$ cat src/rtl/core/rd_pkg.sv
`default_nettype none

package rd_pkg;

  // operation codes carried in the slave tuser
  localparam logic [1:0] OP_PUSH_BACK  = 2'd0;
  localparam logic [1:0] OP_PUSH_FRONT = 2'd1;
  localparam logic [1:0] OP_POP_BACK   = 2'd2;
  localparam logic [1:0] OP_POP_FRONT  = 2'd3;

  // status codes carried in the master tuser
  localparam logic [1:0] ST_OK     = 2'd0;
  localparam logic [1:0] ST_FULL   = 2'd1;
  localparam logic [1:0] ST_EMPTY  = 2'd2;
  localparam logic [1:0] ST_DENIED = 2'd3;

  localparam int DATA_W = 32;
  localparam int FILL_W = 4;

  // controller to datapath
  typedef struct packed {
    logic exec;      // run the accepted operation on pointers and store
    logic load_out;  // move the finished result into the output register
  } rd_cmd_t;

  // datapath to controller
  typedef struct packed {
    logic out_busy;  // output register holds a beat that is not taken this cycle
  } rd_stat_t;

endpackage

`default_nettype wire

$ cat src/rtl/core/restricted_deque_top.sv
// restricted_deque_top: bounded double-ended queue of DEPTH signed 32-bit entries
// with a one-bit restriction mode (0 inserts at back only, 1 deletes at front only).
// slave stream: one beat per operation, tuser the operation code, tdata the value
// to insert (ignored on pops). master stream: one beat per operation with the
// popped value and fill count in tdata and the status code in tuser.
// the mode register is written through cfg_we/cfg_wdata; the user must do so only
// while the block is idle, which the block itself does not enforce.
// the pointer update and the registered read of the entry store happen at the
// edge that accepts an operation; the result is loaded into the output register
// once it is free. a new operation is not taken until the last result is loaded,
// by the accept/finish sequence of the controller around the single store port.
// the next operation is accepted while a finished result waits in the output
// register; if the receiver stalls longer, tready stays low until it is free.
// reset clears pointers, count, mode and the output valid; stored entries are
// not cleared and no clearing pass runs.
`default_nettype none

module restricted_deque_top #(
  parameter int DEPTH = 8
) (
  input  wire logic        clk,
  input  wire logic        rst,
  input  wire logic        cfg_we,
  input  wire logic        cfg_wdata,       // restriction_mode
  input  wire logic        s_axis_tvalid,
  output logic             s_axis_tready,
  input  wire logic [31:0] s_axis_tdata,    // [31:0] push_value
  input  wire logic [1:0]  s_axis_tuser,    // [1:0] operation
  output logic             m_axis_tvalid,
  input  wire logic        m_axis_tready,
  output logic [39:0]      m_axis_tdata,    // [31:0] popped_value, [35:32] fill_count
  output logic [1:0]       m_axis_tuser     // [1:0] status
);
  import rd_pkg::*;

  rd_cmd_t  cmd;
  rd_stat_t stat;

  logic [DATA_W-1:0] out_value;
  logic [FILL_W-1:0] out_fill;

  // sequencing of accept and result load
  rd_ctrl u_ctrl (
    .clk      (clk),
    .rst      (rst),
    .in_valid (s_axis_tvalid),
    .in_ready (s_axis_tready),
    .cmd      (cmd),
    .stat     (stat)
  );

  // pointers, store and result register
  rd_dp #(
    .DEPTH (DEPTH)
  ) u_dp (
    .clk        (clk),
    .rst        (rst),
    .cfg_we     (cfg_we),
    .cfg_wdata  (cfg_wdata),
    .op_in      (s_axis_tuser),
    .value_in   (s_axis_tdata),
    .cmd        (cmd),
    .stat       (stat),
    .out_valid  (m_axis_tvalid),
    .out_ready  (m_axis_tready),
    .out_value  (out_value),
    .out_status (m_axis_tuser),
    .out_fill   (out_fill)
  );

  // pack the result beat
  assign m_axis_tdata = {4'b0000, out_fill, out_value};

endmodule

`default_nettype wire

$ cat src/rtl/core/rd_ctrl.sv
`default_nettype none

module rd_ctrl (
  input  wire logic            clk,
  input  wire logic            rst,
  input  wire logic            in_valid,
  output logic                 in_ready,
  output rd_pkg::rd_cmd_t      cmd,
  input  wire rd_pkg::rd_stat_t stat
);
  import rd_pkg::*;

  typedef enum logic [0:0] {
    S_IDLE,
    S_DONE
  } state_t;

  state_t state;
  state_t state_next;

  // accept in idle, finish once the output register is free
  always_comb begin
    state_next   = state;
    cmd.exec     = 1'b0;
    cmd.load_out = 1'b0;
    in_ready     = 1'b0;
    unique case (state)
      S_IDLE: begin
        in_ready = 1'b1;
        if (in_valid) begin
          cmd.exec   = 1'b1;
          state_next = S_DONE;
        end
      end
      S_DONE: begin
        if (!stat.out_busy) begin
          cmd.load_out = 1'b1;
          state_next   = S_IDLE;
        end
      end
      default: state_next = S_IDLE;
    endcase
  end

  // state register
  always_ff @(posedge clk) begin
    if (rst) begin
      state <= S_IDLE;
    end else begin
      state <= state_next;
    end
  end

endmodule

`default_nettype wire

$ cat src/rtl/core/rd_dp.sv
`default_nettype none

module rd_dp #(
  parameter int DEPTH = 8
) (
  input  wire logic                        clk,
  input  wire logic                        rst,
  input  wire logic                        cfg_we,
  input  wire logic                        cfg_wdata,
  input  wire logic [1:0]                  op_in,
  input  wire logic [rd_pkg::DATA_W-1:0]   value_in,
  input  wire rd_pkg::rd_cmd_t             cmd,
  output rd_pkg::rd_stat_t                 stat,
  output logic                             out_valid,
  input  wire logic                        out_ready,
  output logic [rd_pkg::DATA_W-1:0]        out_value,
  output logic [1:0]                       out_status,
  output logic [rd_pkg::FILL_W-1:0]        out_fill
);
  import rd_pkg::*;

  localparam int AW = (DEPTH > 1) ? $clog2(DEPTH) : 1;
  localparam int CW = $clog2(DEPTH + 1);
  localparam logic [AW-1:0] LAST_SLOT = AW'(DEPTH - 1);
  localparam logic [CW-1:0] FULL_CNT  = CW'(DEPTH);

  logic [DATA_W-1:0] mem [DEPTH];
  logic [DATA_W-1:0] rdata;

  logic [AW-1:0] head_pointer;
  logic [AW-1:0] tail_pointer;
  logic [CW-1:0] entry_count;
  logic          mode;

  logic [1:0]    res_status;
  logic          res_pop;

  logic [AW-1:0] head_inc;
  logic [AW-1:0] head_dec;
  logic [AW-1:0] tail_inc;
  logic [AW-1:0] tail_dec;
  logic          is_push;
  logic [1:0]    status_now;
  logic          do_op;
  logic [CW+FILL_W-1:0] fill_ext;

  // circular pointer neighbors
  always_comb begin
    head_inc = (head_pointer == LAST_SLOT) ? '0 : head_pointer + AW'(1);
    head_dec = (head_pointer == '0) ? LAST_SLOT : head_pointer - AW'(1);
    tail_inc = (tail_pointer == LAST_SLOT) ? '0 : tail_pointer + AW'(1);
    tail_dec = (tail_pointer == '0) ? LAST_SLOT : tail_pointer - AW'(1);
  end

  // mode check first, then full or empty
  always_comb begin
    is_push = (op_in == OP_PUSH_BACK) || (op_in == OP_PUSH_FRONT);
    if ((op_in == OP_PUSH_FRONT && !mode) || (op_in == OP_POP_BACK && mode)) begin
      status_now = ST_DENIED;
    end else if (is_push && entry_count == FULL_CNT) begin
      status_now = ST_FULL;
    end else if (!is_push && entry_count == '0) begin
      status_now = ST_EMPTY;
    end else begin
      status_now = ST_OK;
    end
    do_op = cmd.exec && (status_now == ST_OK);
  end

  // mode register
  always_ff @(posedge clk) begin
    if (rst) begin
      mode <= 1'b0;
    end else if (cfg_we) begin
      mode <= cfg_wdata;
    end
  end

  // pointers and count
  always_ff @(posedge clk) begin
    if (rst) begin
      head_pointer <= '0;
      tail_pointer <= '0;
      entry_count  <= '0;
    end else if (do_op) begin
      case (op_in)
        OP_PUSH_BACK: begin
          tail_pointer <= tail_inc;
          entry_count  <= entry_count + CW'(1);
        end
        OP_PUSH_FRONT: begin
          head_pointer <= head_dec;
          entry_count  <= entry_count + CW'(1);
        end
        OP_POP_BACK: begin
          tail_pointer <= tail_dec;
          entry_count  <= entry_count - CW'(1);
        end
        default: begin
          head_pointer <= head_inc;
          entry_count  <= entry_count - CW'(1);
        end
      endcase
    end
  end

  // entry store: one write or one registered read per operation
  always_ff @(posedge clk) begin
    if (do_op) begin
      case (op_in)
        OP_PUSH_BACK:  mem[tail_pointer] <= value_in;
        OP_PUSH_FRONT: mem[head_dec] <= value_in;
        OP_POP_BACK:   rdata <= mem[tail_dec];
        default:       rdata <= mem[head_pointer];
      endcase
    end
  end

  // per-operation result bits
  always_ff @(posedge clk) begin
    if (cmd.exec) begin
      res_status <= status_now;
      res_pop    <= !is_push;
    end
  end

  assign fill_ext = {{FILL_W{1'b0}}, entry_count};

  // output register
  always_ff @(posedge clk) begin
    if (rst) begin
      out_valid <= 1'b0;
    end else if (cmd.load_out) begin
      out_valid <= 1'b1;
    end else if (out_ready) begin
      out_valid <= 1'b0;
    end
  end

  always_ff @(posedge clk) begin
    if (cmd.load_out) begin
      out_value  <= (res_pop && res_status == ST_OK) ? rdata : '0;
      out_status <= res_status;
      out_fill   <= fill_ext[FILL_W-1:0];
    end
  end

  assign stat.out_busy = out_valid && !out_ready;

endmodule

`default_nettype wire

$ cat config.mk
export PLATFORM = sky130hd
export DESIGN_NAME = restricted_deque_top
export DESIGN_NICKNAME = d
export VERILOG_FILES = /design/src/rtl/core/rd_pkg.sv /design/src/rtl/core/restricted_deque_top.sv /design/src/rtl/core/rd_ctrl.sv /design/src/rtl/core/rd_dp.sv
export SDC_FILE = /design/constraint.sdc
export NUM_CORES = 1
export LEC_CHECK = 0
export ABC_AREA = 1
export BUFFER_PORTS_ARGS = -buffer_cell sky130_fd_sc_hd__buf_2
export CAP_MARGIN = 20
export CORE_ASPECT_RATIO = 2
export CORE_MARGIN = 5
export CORE_UTILIZATION = 50
export CTS_CLUSTER_SIZE = 14
export DETAILED_ROUTE_END_ITERATION = 6
export PLACE_DENSITY = 0.7
export SETUP_SLACK_MARGIN = 0.05
export SLEW_MARGIN = 20
export SYNTH_ARGS = -nofsm -noshare
export SYNTH_HDL_FRONTEND = slang
export SYNTH_SLANG_ARGS = --single-unit
$ cat constraint.sdc
create_clock -name clk -period 3.6 [get_ports clk]
set_input_delay 1.08 -clock clk [delete_from_list [all_inputs] [get_ports clk]]
set_output_delay 1.08 -clock clk [all_outputs]
set_load 0.02 [all_outputs]
==> impl_summary.txt, run 1 <==
----------------------------------------------------
[Critical path]
  Kind of launch point of the worst setup path ... input pin
  Buffers plus inverters on the worst setup path ... 2
  Capture point of the worst reg-to-reg path ... u_dp.rdata[21]
  Biggest cell delay along the critical path ... 380 ps
  Critical path capture point type ... register
  Critical path data required time ... approximately 3900 ps
  Delay-heaviest family, CP ... simple AND/OR/NAND/NOR gates
  Cell with the largest stage delay on the worst path ... sky130_fd_sc_hd__nor2_4
  Register-to-register setup slack ... 840 ps
  Depth of the worst register-to-register path ... 10
  Critical path class ... input pin to register
  Reg2reg start ... u_dp.tail_pointer[0]
  Sequence of cells on the critical path ... buf_2 -> nand2_2 -> nand2_1 -> nand2_2 -> nand2_4 -> nor2_8 -> nand3_1 -> nand3_1 -> nor2_4 -> buf_12
  Worst Path Arrival ... 3050 ps
  Maximum fanout encountered on the critical timing path ... 26

[Synth]
  Mapped cell area ... 16,100 um^2
  Register area share after synthesis ... 63.3%
  Combinational family with the most area after synthesis ... compound AO/OA/AOI/OAI gates
  Post-synthesis adder-cell area fraction ... 0.698%
  Fraction of synthesized cell area in xor and xnor cells ... less than 1%
  Avg Inst Size Synth ... roughly 10 um^2
  Compound-Gate Fraction of Synth Area ... 16.6%
  Number of synthesized register bits ... 345
  Mux contribution to synthesized area ... 0%
  Gate Count Post-Synth ... 1,574
  Netlist cell types ... 32
  Yosys Warn Count ... 0
  Fraction of the mapped netlist area in simple logic gates ... 11.7%

[Floorplan]
  Die width ... 137 um
  Core Footprint ... 32,000 um^2
  Die Span Y ... 264 um
  Initial core utilization ... 50.4%
  I/O pins ... 84
  Number of cell rows ... 93
  Area enclosed by the die boundary ... 36,200 um^2

[Timing]
  Setup repair after global routing missed its margin ... no
  Period utilisation layout ... around 80%
  Pin slew with the least headroom to its limit ... about 1000 ps
  Total setup violations reported at the end of the flow ... 0
  Number of max-slew violations in the final report ... 0
  Headroom to the max-slew limit ... 31.5%
  Final hold viol count ... 0
  Achievable frequency ... 357 MHz
  Worst-case hold slack ... 451 ps
  Final critical delay including setup and external delays ... 2800 ps
  Layout Skew ... 13.8 ps

[Finish]
  Fraction of layout instances using a drive strength above 1 ... ~12%
  Synth-to-Final Area Change ... 11.6%
  Util after Layout ... 56.2%
  Most common cell after layout, fill and taps aside ... sky130_fd_sc_hd__edfxtp_1
  Nets ... 1,660
  Fillers ... 2,655
  Final non-filler cell area ... around 18,000 um^2
  Commonest non-fill, non-tap cells in the layout ... sky130_fd_sc_hd__edfxtp_1, sky130_fd_sc_hd__nand2_1, sky130_fd_sc_hd__o21ai_0, sky130_fd_sc_hd__inv_1, sky130_fd_sc_hd__o211ai_1
  Count of placed standard cells in the final layout, fillers left out ... around 2,100

[Global routing]
  Global-route wire length before repair ... 66.5 mm
  Maximum number of pins on one net before global-route repair ... 196
  Most used routing layer ... met2
  GR Layer Usage met1 ... 27.3%
  Met3 global-route usage ... around 2.8%
  Initial antenna violation count ... 1
  Number of global-route vias before repair ... between 10,000 and 15,000
  M2 GR Usage ... between 40% and 50%
  Gr ovfl total ... 0
  Total GRT Usage ... 23.9%

[Clocking]
  Bufs on Longest Clock Path ... 3
  Number of clock sinks seen by CTS ... approximately 350
  Number of hold buffers added after CTS ... 0
  Post-cts sizing count ... 0
  Clock-pin slew of the registers on the worst-case setup and hold paths ... roughly 60 ps
  Depth of the CTS H-tree ... 1
  Buffer count from post-CTS setup fixing ... 0
  Insertion delay to the later sink of the worst-skew pair ... approximately 570 ps
  Root buffer cell ... sky130_fd_sc_hd__clkbuf_16
  Clock tree from TritonCTS ... built
  Number of clock buffers inserted by TritonCTS ... 31

[Min path]
  Startpoint of the lowest-slack hold path ... u_dp.res_status[1]
  Hold worst-path end ... u_dp.out_status[1]
  Path class of the lowest-slack min-delay path ... register to register
  WHS Path Cells ... 0

[Routing]
  DRC viols ... 0
  Avg WL per Cell ... 21.0 um
  Number of nets still failing antenna checks after routing ... 0
  DRC marker count from the first detailed-route iteration ... roughly 1,300
  Per-cell via count in the routed design ... approximately 5.9
  Vias post-DR ... 12,072
  Router iterations before antenna repair ... 6
  Detailed-route wire length ... about 43 mm

[Run]
  Max_cap viols ... 0

[Placement]
  Total cell area at the placement stage ... 17,000 um^2
  Final weighted congestion in routability-driven placement ... 0.865
  DP HPWL ... 26.0 mm
  Placed instance count ... 2,005
  Number of input and output port buffers inserted ... 79

[Power and ir drop]
  Highest ir drop seen on vdd ... 0.369 mV
  Pwr Density ... roughly 480 nW/um^2
  Leakage power summed over all cells ... 6.67 nW
  Total power ... around 8.6 mW

[Status]
  Run status ... complete, no violations

----------------------------------------------------
-- power breakdown --
part / switching [mW] / internal (mW)
clock network: 1.41 / 1.74
logic: 0.614 / 0.258
registers: 0.0591 / 4.51
total: 2.08 / 6.52
-- cell type report --
cell class | instances | area [um^2] | share of cell area (%)
diodes | 2 | 5.00 | 0.0278
clock buffers | 42 | 868 | 4.83
clock inverters | 8 | 72.6 | 0.403
inverters | 184 | 692 | 3.85
multi-input cells | 939 | 4810 | 26.7
flip-flops and latches | 345 | 10200 | 56.7
well taps | 427 | 534 | 2.97
repair buffers | 110 | 803 | 4.46
-- cell families (layout without fill, tap and decap cells) --
kind of cell	count (synthesis)	in the layout
XOR/XNOR	3	3
adder cells (fa/ha/maj)	9	9
other	1	6
AO/OA/AOI/OAI	468	468
AND/OR/NAND/NOR	455	455
buffers and inverters	293	344
flip-flops	345	345
-- synthesized netlist by cell type --
library cell / instances / share of area, %
sky130_fd_sc_hd__a21oi_1: 128 / 4.0
sky130_fd_sc_hd__inv_2: 6 / 0.14
sky130_fd_sc_hd__buf_2: 47 / 1.5
sky130_fd_sc_hd__o211ai_1: 129 / 6.0
sky130_fd_sc_hd__clkbuf_2: 1 / 0.031
sky130_fd_sc_hd__buf_8: 1 / 0.093
sky130_fd_sc_hd__nand3b_1: 1 / 0.047
sky130_fd_sc_hd__xor2_1: 3 / 0.16
sky130_fd_sc_hd__buf_4: 9 / 0.42
sky130_fd_sc_hd__nor2_8: 1 / 0.12
sky130_fd_sc_hd__o21ai_0: 181 / 5.6
sky130_fd_sc_hd__nor2_2: 3 / 0.12
sky130_fd_sc_hd__nor2_1: 106 / 2.5
sky130_fd_sc_hd__conb_1: 1 / 0.023
sky130_fd_sc_hd__nand2_4: 2 / 0.14
sky130_fd_sc_hd__nand4_1: 1 / 0.039
sky130_fd_sc_hd__nand3_2: 4 / 0.25
sky130_fd_sc_hd__dfxtp_1: 16 / 2.0
sky130_fd_sc_hd__buf_6: 1 / 0.070
sky130_fd_sc_hd__nand2_1: 256 / 6.0
sky130_fd_sc_hd__nand2_2: 7 / 0.27
sky130_fd_sc_hd__o22ai_1: 1 / 0.039
sky130_fd_sc_hd__buf_1: 7 / 0.16
sky130_fd_sc_hd__edfxtp_1: 329 / 61
sky130_fd_sc_hd__o21a_1: 1 / 0.047
sky130_fd_sc_hd__o21ai_1: 25 / 0.78
sky130_fd_sc_hd__clkbuf_1: 43 / 1.0
sky130_fd_sc_hd__a211oi_1: 2 / 0.093
sky130_fd_sc_hd__nand3_1: 74 / 2.3
sky130_fd_sc_hd__ha_1: 9 / 0.70
sky130_fd_sc_hd__a21boi_2: 1 / 0.070
sky130_fd_sc_hd__inv_1: 178 / 4.1
-- sequential cells by signal (all words and copies together) (netlist names), named ones only --
signal / flops
u_ctrl.state: 1
u_dp.entry_count: 4
u_dp.head_pointer: 3
u_dp.mem: 256
u_dp.mode: 1
u_dp.out_fill: 4
u_dp.out_status: 2
u_dp.out_valid: 1
u_dp.out_value: 32
u_dp.rdata: 32
u_dp.res_pop: 1
u_dp.res_status: 2
u_dp.tail_pointer: 3
-- routing by layer --
metal / vias to the layer above / wire, um
met5: - / 0
met3: 168 / 2550
met2: 529 / 22700
li1: 5569 / -
met4: 0 / 2560
met1: 5806 / 15500
-- through the flow --
stage | setup TNS, ps | setup slack, ps
2_1_floorplan | -40600 | -159
6_report | 0 | 801
3_3_place_gp | 0 | 269
4_1_cts | 0 | 788
3_5_place_dp | 0 | 194
5_1_grt | 0 | 655
-- how the worst max path moves through the flow --
stage / from / to / depth (start not counted) / slack [ps]
2_1_floorplan: s_axis_tvalid / u_dp.mem[0][0] / 9 / -160
3_3_place_gp: s_axis_tuser[1] / u_dp.mem[5][17] / 10 / 270
3_5_place_dp: s_axis_tuser[1] / u_dp.mem[5][17] / 10 / 190
4_1_cts: s_axis_tuser[1] / u_dp.mem[5][12] / 10 / 790
5_1_grt: s_axis_tuser[1] / u_dp.mem[5][12] / 10 / 660
6_report: s_axis_tuser[1] / u_dp.mem[5][12] / 10 / 800
Power figures use the tool's default switching activity.
==> run 2, diff against run 1 <==
--- a/config.mk
+++ b/config.mk
@@ -13,7 +13,7 @@
 export CORE_UTILIZATION = 50
 export CTS_CLUSTER_SIZE = 14
 export DETAILED_ROUTE_END_ITERATION = 6
-export PLACE_DENSITY = 0.7
+export PLACE_DENSITY = 0.67
 export SETUP_SLACK_MARGIN = 0.05
 export SLEW_MARGIN = 20
 export SYNTH_ARGS = -nofsm -noshare
==> constraint.sdc (replaced) <==
create_clock -name clk -period 2.7 [get_ports clk]
set_input_delay 0.81 -clock clk [delete_from_list [all_inputs] [get_ports clk]]
set_output_delay 0.81 -clock clk [all_outputs]
set_load 0.02 [all_outputs]
==> run 2 against run 1 <==
Final cell count up 0.83%. Via count fell by 1.1%. Sequential power grew 33%. Clock skew down 3.8 ps. First-iteration DRC count down 18%. Count of clock-buffer cells in the layout is 3 higher. Clock power grew 27%. Register-to-register slack worse by 440 ps. Routed wire length decreased by 1.4%. Setup slack got worse by 400 ps. Global-route usage down 0.44 points.
==> impl_summary.txt, run 2 (same netlist as run 1, synthesis figures left out) <==
----------------------------------------------------
[Critical path]
  Biggest cell delay along the critical path ... 430 ps (was 380 ps)
  Kind of launch point of the worst setup path ... register (was input pin)
  Worst Path Arrival ... 2740 ps (was 3050 ps)
  Sequence of cells on the critical path ... inv_1 -> ha_1 -> nand2_2 -> nand2_4 -> inv_2 -> buf_12 -> nor2_1 -> o21ai_1 -> nand2_1 -> nand3_1 (was buf_2 -> nand2_2 -> nand2_1 -> nand2_2 -> nand2_4 -> nor2_8 -> nand3_1 -> nand3_1 -> nor2_4 -> buf_12)
  Critical path data required time ... 3140 ps (was 3860 ps)
  Critical path class ... register to register (was input pin to register)
  Critical path capture point type ... register (unchanged)
  Maximum fanout encountered on the critical timing path ... 34 (was 26)
  Cell with the largest stage delay on the worst path ... sky130_fd_sc_hd__dfxtp_1 (was sky130_fd_sc_hd__nor2_4)

[Placement]
  Post-placement worst setup slack ... 66.0 ps (was 194 ps)
  Final weighted congestion in routability-driven placement ... 0.870 (was 0.865)
  Placed instance count ... 2,018 (was 2,005)
  Number of input and output port buffers inserted ... 79 (unchanged)
  DP HPWL ... 25.8 mm (was 26.0 mm)

[Routing]
  Avg WL per Cell ... 20.6 um (was 21.0 um)
  Number of nets still failing antenna checks after routing ... 0 (unchanged)
  Per-cell via count in the routed design ... 5.76 (was 5.87)
  DRC viols ... 0 (unchanged)
  DRC marker count from the first detailed-route iteration ... 1,066 (was 1,296)
  Router iterations before antenna repair ... 5 (was 6)
  Detailed-route wire length ... 42.7 mm (was 43.3 mm)
  Vias post-DR ... 11,940 (was 12,072)

[Timing]
  Final WS setup ... 402 ps (was 801 ps)
  Final critical delay including setup and external delays ... 2300 ps
  Setup repair after global routing missed its margin ... no (unchanged)
  Achievable frequency ... 435 MHz
  Layout Skew ... 10.0 ps (was 13.8 ps)
  Worst-case hold slack ... 454 ps (was 451 ps)
  Number of max-slew violations in the final report ... 0 (unchanged)
  Total setup violations reported at the end of the flow ... 0 (unchanged)
  Pin slew with the least headroom to its limit ... 1040 ps (was 1030 ps)
  Final hold viol count ... 0 (unchanged)
  Headroom to the max-slew limit ... 30.4% (was 31.5%)
  Period utilisation layout ... a little under nine tenths

[Finish]
  Largest registers ... u_dp.mem: 256 flops, u_dp.out_value: 32 flops, u_dp.rdata: 32 flops (unchanged)
  Register with the most flip-flops ... u_dp.mem (unchanged)
  Count of placed standard cells in the final layout, fillers left out ... 2,074 (was 2,057)
  Fillers ... 2,738 (was 2,655)
  Most common cell after layout, fill and taps aside ... sky130_fd_sc_hd__edfxtp_1 (unchanged)
  Combined area of the multi-input logic cells ... 4810 um^2 (about the same)
  Fraction of layout instances using a drive strength above 1 ... 12.0% (was 11.5%)
  Nets ... 1,673 (was 1,660)
  Synth-to-Final Area Change ... 12.4% (was 11.6%)
  Max FFs per register ... 256 (unchanged)
  Register area ... 10,200 um^2 (unchanged)
  Commonest non-fill, non-tap cells in the layout ... sky130_fd_sc_hd__edfxtp_1, sky130_fd_sc_hd__nand2_1, sky130_fd_sc_hd__o21ai_0, sky130_fd_sc_hd__inv_1, sky130_fd_sc_hd__o211ai_1 (unchanged)

[Clocking]
  Number of clock buffers inserted by TritonCTS ... 30 (was 31)
  Insertion delay to the later sink of the worst-skew pair ... 580 ps (was 570 ps)
  Clock-pin slew of the registers on the worst-case setup and hold paths ... 60 ps (about the same)
  Number of hold buffers added after CTS ... 0 (unchanged)
  Bufs on Longest Clock Path ... 3 (unchanged)
  Depth of the CTS H-tree ... 1 (unchanged)
  Root buffer cell ... sky130_fd_sc_hd__clkbuf_16 (unchanged)
  Number of clock sinks seen by CTS ... 345 (unchanged)
  Buffer count from post-CTS setup fixing ... 0 (unchanged)
  Post-cts sizing count ... 0 (unchanged)
  Clock tree from TritonCTS ... built (unchanged)

[Floorplan]
  Core Footprint ... 32,000 um^2 (unchanged)
  Area enclosed by the die boundary ... 36,200 um^2 (unchanged)
  Die Span Y ... 264 um (unchanged)
  I/O pins ... 84 (unchanged)
  Initial core utilization ... 50.4% (unchanged)
  Die width ... 137 um (unchanged)
  Number of cell rows ... 93 (unchanged)

[Global routing]
  Number of global-route vias before repair ... 11,992 (was 12,252)
  Total GRT Usage ... 23.4% (was 23.9%)
  Initial antenna violation count ... 1 (unchanged)
  Maximum number of pins on one net before global-route repair ... 196 (unchanged)
  Global-route wire length before repair ... 65.7 mm (was 66.5 mm)
  Gr ovfl total ... 0 (unchanged)

[Power and ir drop]
  Highest ir drop seen on vdd ... 0.447 mV (was 0.369 mV)
  Leakage power summed over all cells ... 6.72 nW (was 6.67 nW)
  Total power ... 11.3 mW (was 8.60 mW)
  Pwr Density ... 623 nW/um^2 (was 478 nW/um^2)

[Run]
  Max_cap viols ... 0 (unchanged)

[Min path]
  Path class of the lowest-slack min-delay path ... register to register (unchanged)

[Status]
  Run status ... complete, no violations (unchanged)

----------------------------------------------------
run 2: layer usage:
| metal | share of wire [%] | vias to the layer above | global-route usage, % | wire length, um |
|---|---|---|---|---|
| li1 | - | 5591 | - | - |
| met1 | 37 | 5790 | 27.3 | 15700 |
| met2 | 54 | 455 | 43.3 | 23200 |
| met4 | 3.7 | 0 | 9.31 | 1580 |
| met5 | 0 | - | 0 | 0 |
| met3 | 5.2 | 104 | 2.29 | 2210 |
run 2: critical path: cells and delay by family, from the launching register on:
family | cells | cell delay (ps)
fa+ha+maj | 1 | 260
buf+inv | 3 | 710
simple gates | 5 | 460
flops | 1 | 430
compound gates | 1 | 270
run 2: final cells by class:
| cell class | count | area share [%] |
|---|---|---|
| inverter | 184 | 3.81 |
| clock inverter | 9 | 0.290 |
| sequential | 345 | 56.3 |
| timing repair buffer | 124 | 5.50 |
| antenna | 1 | 0.0138 |
| clock buffer | 45 | 4.56 |
| tap | 427 | 2.95 |
| multi-input combinational | 939 | 26.5 |
run 2: final timing paths:
kind                   startpoint            endpoint  slack, ps  cells after the start
max reg2reg  u_dp.tail_pointer[1]      u_dp.rdata[11]        400                     10
min reg2reg    u_dp.res_status[0]  u_dp.out_status[0]        450                      0
min            u_dp.res_status[0]  u_dp.out_status[0]        450                      0
max          u_dp.tail_pointer[1]      u_dp.rdata[11]        400                     10
run 2: power breakdown:
| group | leakage [nW] | internal, mW | switching (mW) | total (mW) |
|---|---|---|---|---|
| combinational | 3.18 | 0.369 | 0.826 | 1.19 |
| sequential | 3.12 | 6.02 | 0.0718 | 6.09 |
| clock | 0.422 | 2.11 | 1.90 | 4.01 |
| total | 6.72 | 8.49 | 2.80 | 11.3 |
run 2: through the flow:
step / setup TNS, ps / cell area [um^2] / utilization [%]
after floorplan: -51100 / 16200 / -
after global placement: 0 / 17200 / 53.8
after detailed placement: 0 / 17200 / 53.8
after CTS: 0 / 18100 / 56.6
after global routing: 0 / 18100 / 56.6
final: 0 / 18100 / 56.6
==> run 3, diff against run 2 <==
--- a/config.mk
+++ b/config.mk
@@ -10,10 +10,9 @@
 export CAP_MARGIN = 20
 export CORE_ASPECT_RATIO = 2
 export CORE_MARGIN = 5
-export CORE_UTILIZATION = 50
+export CORE_UTILIZATION = 45
 export CTS_CLUSTER_SIZE = 14
 export DETAILED_ROUTE_END_ITERATION = 6
-export PLACE_DENSITY = 0.67
 export SETUP_SLACK_MARGIN = 0.05
 export SLEW_MARGIN = 20
 export SYNTH_ARGS = -nofsm -noshare
==> run 3 against run 2 <==
Combinational power hardly changed. Routed wire length is 4.7% higher. Register-to-register slack worse by 20 ps. Critical path type unchanged. Clock power is 2% higher. Global-route usage is 1.3 points lower. Critical path depth stayed put. Setup slack worse by 21 ps. Hold slack worse by 1.0 ps. Power is 1.2% higher. Sequential power hardly changed. Non-clock buffer count is 4 higher.
==> impl_summary.txt, run 3 (same netlist as run 1, synthesis figures left out) <==
----------------------------------------------------
[Clocking]
  Clock tree from TritonCTS ... built (unchanged)
  Buffer count from post-CTS setup fixing ... 0 (unchanged)
  Clock-pin slew of the registers on the worst-case setup and hold paths ... 70 ps (was 60 ps)
  Number of clock buffers inserted by TritonCTS ... 31 (was 30)
  Bufs on Longest Clock Path ... 3 (unchanged)
  Insertion delay to the later sink of the worst-skew pair ... 590 ps (was 580 ps)
  Depth of the CTS H-tree ... 1 (unchanged)
  Post-cts sizing count ... 0 (unchanged)
  Root buffer cell ... sky130_fd_sc_hd__clkbuf_16 (unchanged)
  Number of clock sinks seen by CTS ... 345 (unchanged)
  Number of hold buffers added after CTS ... 0 (unchanged)

[Timing]
  TNS Setup ... 0 ps (unchanged)
  Final hold viol count ... 0 (unchanged)
  Headroom to the max-slew limit ... 43.0% (was 30.4%)
  Pin slew with the least headroom to its limit ... 854 ps (was 1040 ps)
  Layout Skew ... 8.33 ps (was 10.0 ps)
  Total setup violations reported at the end of the flow ... 0 (unchanged)
  Setup repair after global routing missed its margin ... no (unchanged)
  Period utilisation layout ... 85.9% (was 85.1%)
  Achievable frequency ... 431 MHz (was 435 MHz)
  Final critical delay including setup and external delays ... 2320 ps (was 2300 ps)
  Number of max-slew violations in the final report ... 0 (unchanged)

[Floorplan]
  Die Span Y ... 278 um (was 264 um)
  Initial core utilization ... 45.3% (was 50.4%)
  Area enclosed by the die boundary ... 39,900 um^2 (was 36,200 um^2)
  Number of cell rows ... 98 (was 93)
  Die width ... 144 um (was 137 um)
  I/O pins ... 84 (unchanged)
  Core Footprint ... 35,600 um^2 (was 32,000 um^2)

[Finish]
  Commonest non-fill, non-tap cells in the layout ... sky130_fd_sc_hd__edfxtp_1, sky130_fd_sc_hd__nand2_1, sky130_fd_sc_hd__o21ai_0, sky130_fd_sc_hd__inv_1, sky130_fd_sc_hd__o211ai_1 (unchanged)
  Nets ... 1,678 (was 1,673)
  Antenna cell count ... 0 (was 1)
  Largest registers ... u_dp.mem: 256 flops, u_dp.out_value: 32 flops, u_dp.rdata: 32 flops (unchanged)
  Max FFs per register ... 256 (unchanged)
  Register with the most flip-flops ... u_dp.mem (unchanged)
  Fillers ... 3,180 (was 2,738)
  Fraction of layout instances using a drive strength above 1 ... 12.6% (was 12.0%)
  Most common cell after layout, fill and taps aside ... sky130_fd_sc_hd__edfxtp_1 (unchanged)
  Synth-to-Final Area Change ... 13.2% (was 12.4%)

[Power and ir drop]
  Total power ... 11.4 mW (was 11.3 mW)
  Pwr Density ... 626 nW/um^2 (was 623 nW/um^2)
  Highest ir drop seen on vdd ... 0.513 mV (was 0.447 mV)
  Leakage power summed over all cells ... 6.78 nW (was 6.72 nW)

[Routing]
  Avg WL per Cell ... 21.3 um (was 20.6 um)
  DRC viols ... 0 (unchanged)
  Router iterations before antenna repair ... 6 (was 5)
  DRC marker count from the first detailed-route iteration ... 1,232 (was 1,066)
  Per-cell via count in the routed design ... 5.71 (was 5.76)
  Detailed-route wire length ... 44.7 mm (was 42.7 mm)
  Number of nets still failing antenna checks after routing ... 0 (unchanged)
  Vias post-DR ... 11,964 (was 11,940)

[Global routing]
  Total GRT Usage ... 22.1% (was 23.4%)
  Number of global-route vias before repair ... 11,924 (was 11,992)
  Initial antenna violation count ... 1 (unchanged)
  Maximum number of pins on one net before global-route repair ... 196 (unchanged)
  Gr ovfl total ... 0 (unchanged)
  Global-route wire length before repair ... 68.0 mm (was 65.7 mm)

[Critical path]
  Maximum fanout encountered on the critical timing path ... 37 (was 34)
  Critical path class ... register to register (unchanged)
  Sequence of cells on the critical path ... inv_2 -> buf_4 -> ha_1 -> o21ai_0 -> o21ai_1 -> nand2_1 -> inv_1 -> buf_4 -> nand2_1 -> nand3_1 (was inv_1 -> ha_1 -> nand2_2 -> nand2_4 -> inv_2 -> buf_12 -> nor2_1 -> o21ai_1 -> nand2_1 -> nand3_1)
  Reg2reg start ... u_dp.tail_pointer[0] (was u_dp.tail_pointer[1])
  Critical path data required time ... 3130 ps (was 3140 ps)
  Register-to-register setup slack ... 380 ps (was 400 ps)
  Cell with the largest stage delay on the worst path ... sky130_fd_sc_hd__buf_4 (was sky130_fd_sc_hd__dfxtp_1)
  Delay-heaviest family, CP ... buffers and inverters (unchanged)
  Kind of launch point of the worst setup path ... register (unchanged)
  Biggest cell delay along the critical path ... 530 ps (was 430 ps)
  Buffers plus inverters on the worst setup path ... 4 (was 3)
  Capture point of the worst reg-to-reg path ... u_dp.rdata[23] (was u_dp.rdata[11])
  Critical path capture point type ... register (unchanged)
  Depth of the worst register-to-register path ... 10 (unchanged)
  Worst Path Arrival ... 2750 ps (was 2740 ps)

[Min path]
  Startpoint of the lowest-slack hold path ... u_dp.res_status[0] (unchanged)
  Hold worst-path end ... u_dp.out_status[0] (unchanged)
  Path class of the lowest-slack min-delay path ... register to register (unchanged)
  WHS Path Cells ... 0 (unchanged)

[Placement]
  Final weighted congestion in routability-driven placement ... 0.820 (was 0.870)
  DP HPWL ... 26.9 mm (was 25.8 mm)
  Number of input and output port buffers inserted ... 79 (unchanged)

[Run]
  Max_cap viols ... 0 (unchanged)

[Status]
  Run status ... complete, no violations (unchanged)

----------------------------------------------------
-- run 3: cell count changes in the layout (fill, tap and decap cells not counted), sizes merged --
cell      previous run  this run
clkbuf              45        35
inv                184       185
buf                124       128
bufinv               0         1
clkinv               8        14
clkinvlp             1         0
diode                1         0
-- run 3: layout make-up --
class / count / area, um^2 / area share, %
Clock inverter: 16 / 116 / 0.637
Sequential cell: 345 / 10200 / 55.9
Inverter: 184 / 691 / 3.78
Clock buffer: 35 / 791 / 4.33
Multi-Input combinational cell: 939 / 4810 / 26.4
Tap cell: 450 / 563 / 3.08
Timing Repair Buffer: 128 / 1080 / 5.89
-- run 3: metal layers --
metal	GRT usage (%)	vias up	wire, um	share of wire, %
li1	-	5596	-	-
met1	27.3	5796	16900	38
met2	39.5	480	23500	53
met3	2.52	90	2880	6.4
met4	7.66	2	1390	3.1
met5	0	-	13	0.029
-- run 3: worst max path at each step --
stage / startpoint / end / slack [ps] / cells past startpoint
2_1_floorplan: s_axis_tvalid / u_dp.mem[2][0] / -250 / 8
3_3_place_gp: s_axis_tuser[1] / u_dp.mem[1][0] / 30 / 11
3_5_place_dp: s_axis_tuser[1] / u_dp.mem[1][0] / 10 / 10
4_1_cts: u_dp.tail_pointer[0] / u_dp.rdata[23] / 360 / 10
5_1_grt: u_dp.tail_pointer[1] / u_dp.rdata[0] / 230 / 10
6_report: u_dp.tail_pointer[0] / u_dp.rdata[23] / 380 / 10
-- run 3: power by group --
part	switching, mW	internal [mW]	total (mW)
logic	0.833	0.375	1.21
clock network	1.93	2.18	4.11
registers	0.0863	6.02	6.11
total	2.85	8.58	11.4
-- run 3: per-stage QoR --
stage               std cells  hold slack [ps]  area (um^2)  setup slack [ps]  utilization, %
floorplan                1577              427        16200              -245               -
global placement         2046              438        17300              25.1            48.8
detailed placement       2046              447        17300              10.2            48.8
CTS                      2097              438        18300               358            51.3
global route             2097              465        18300               229            51.3
finish                   2097              453        18300               381            51.3
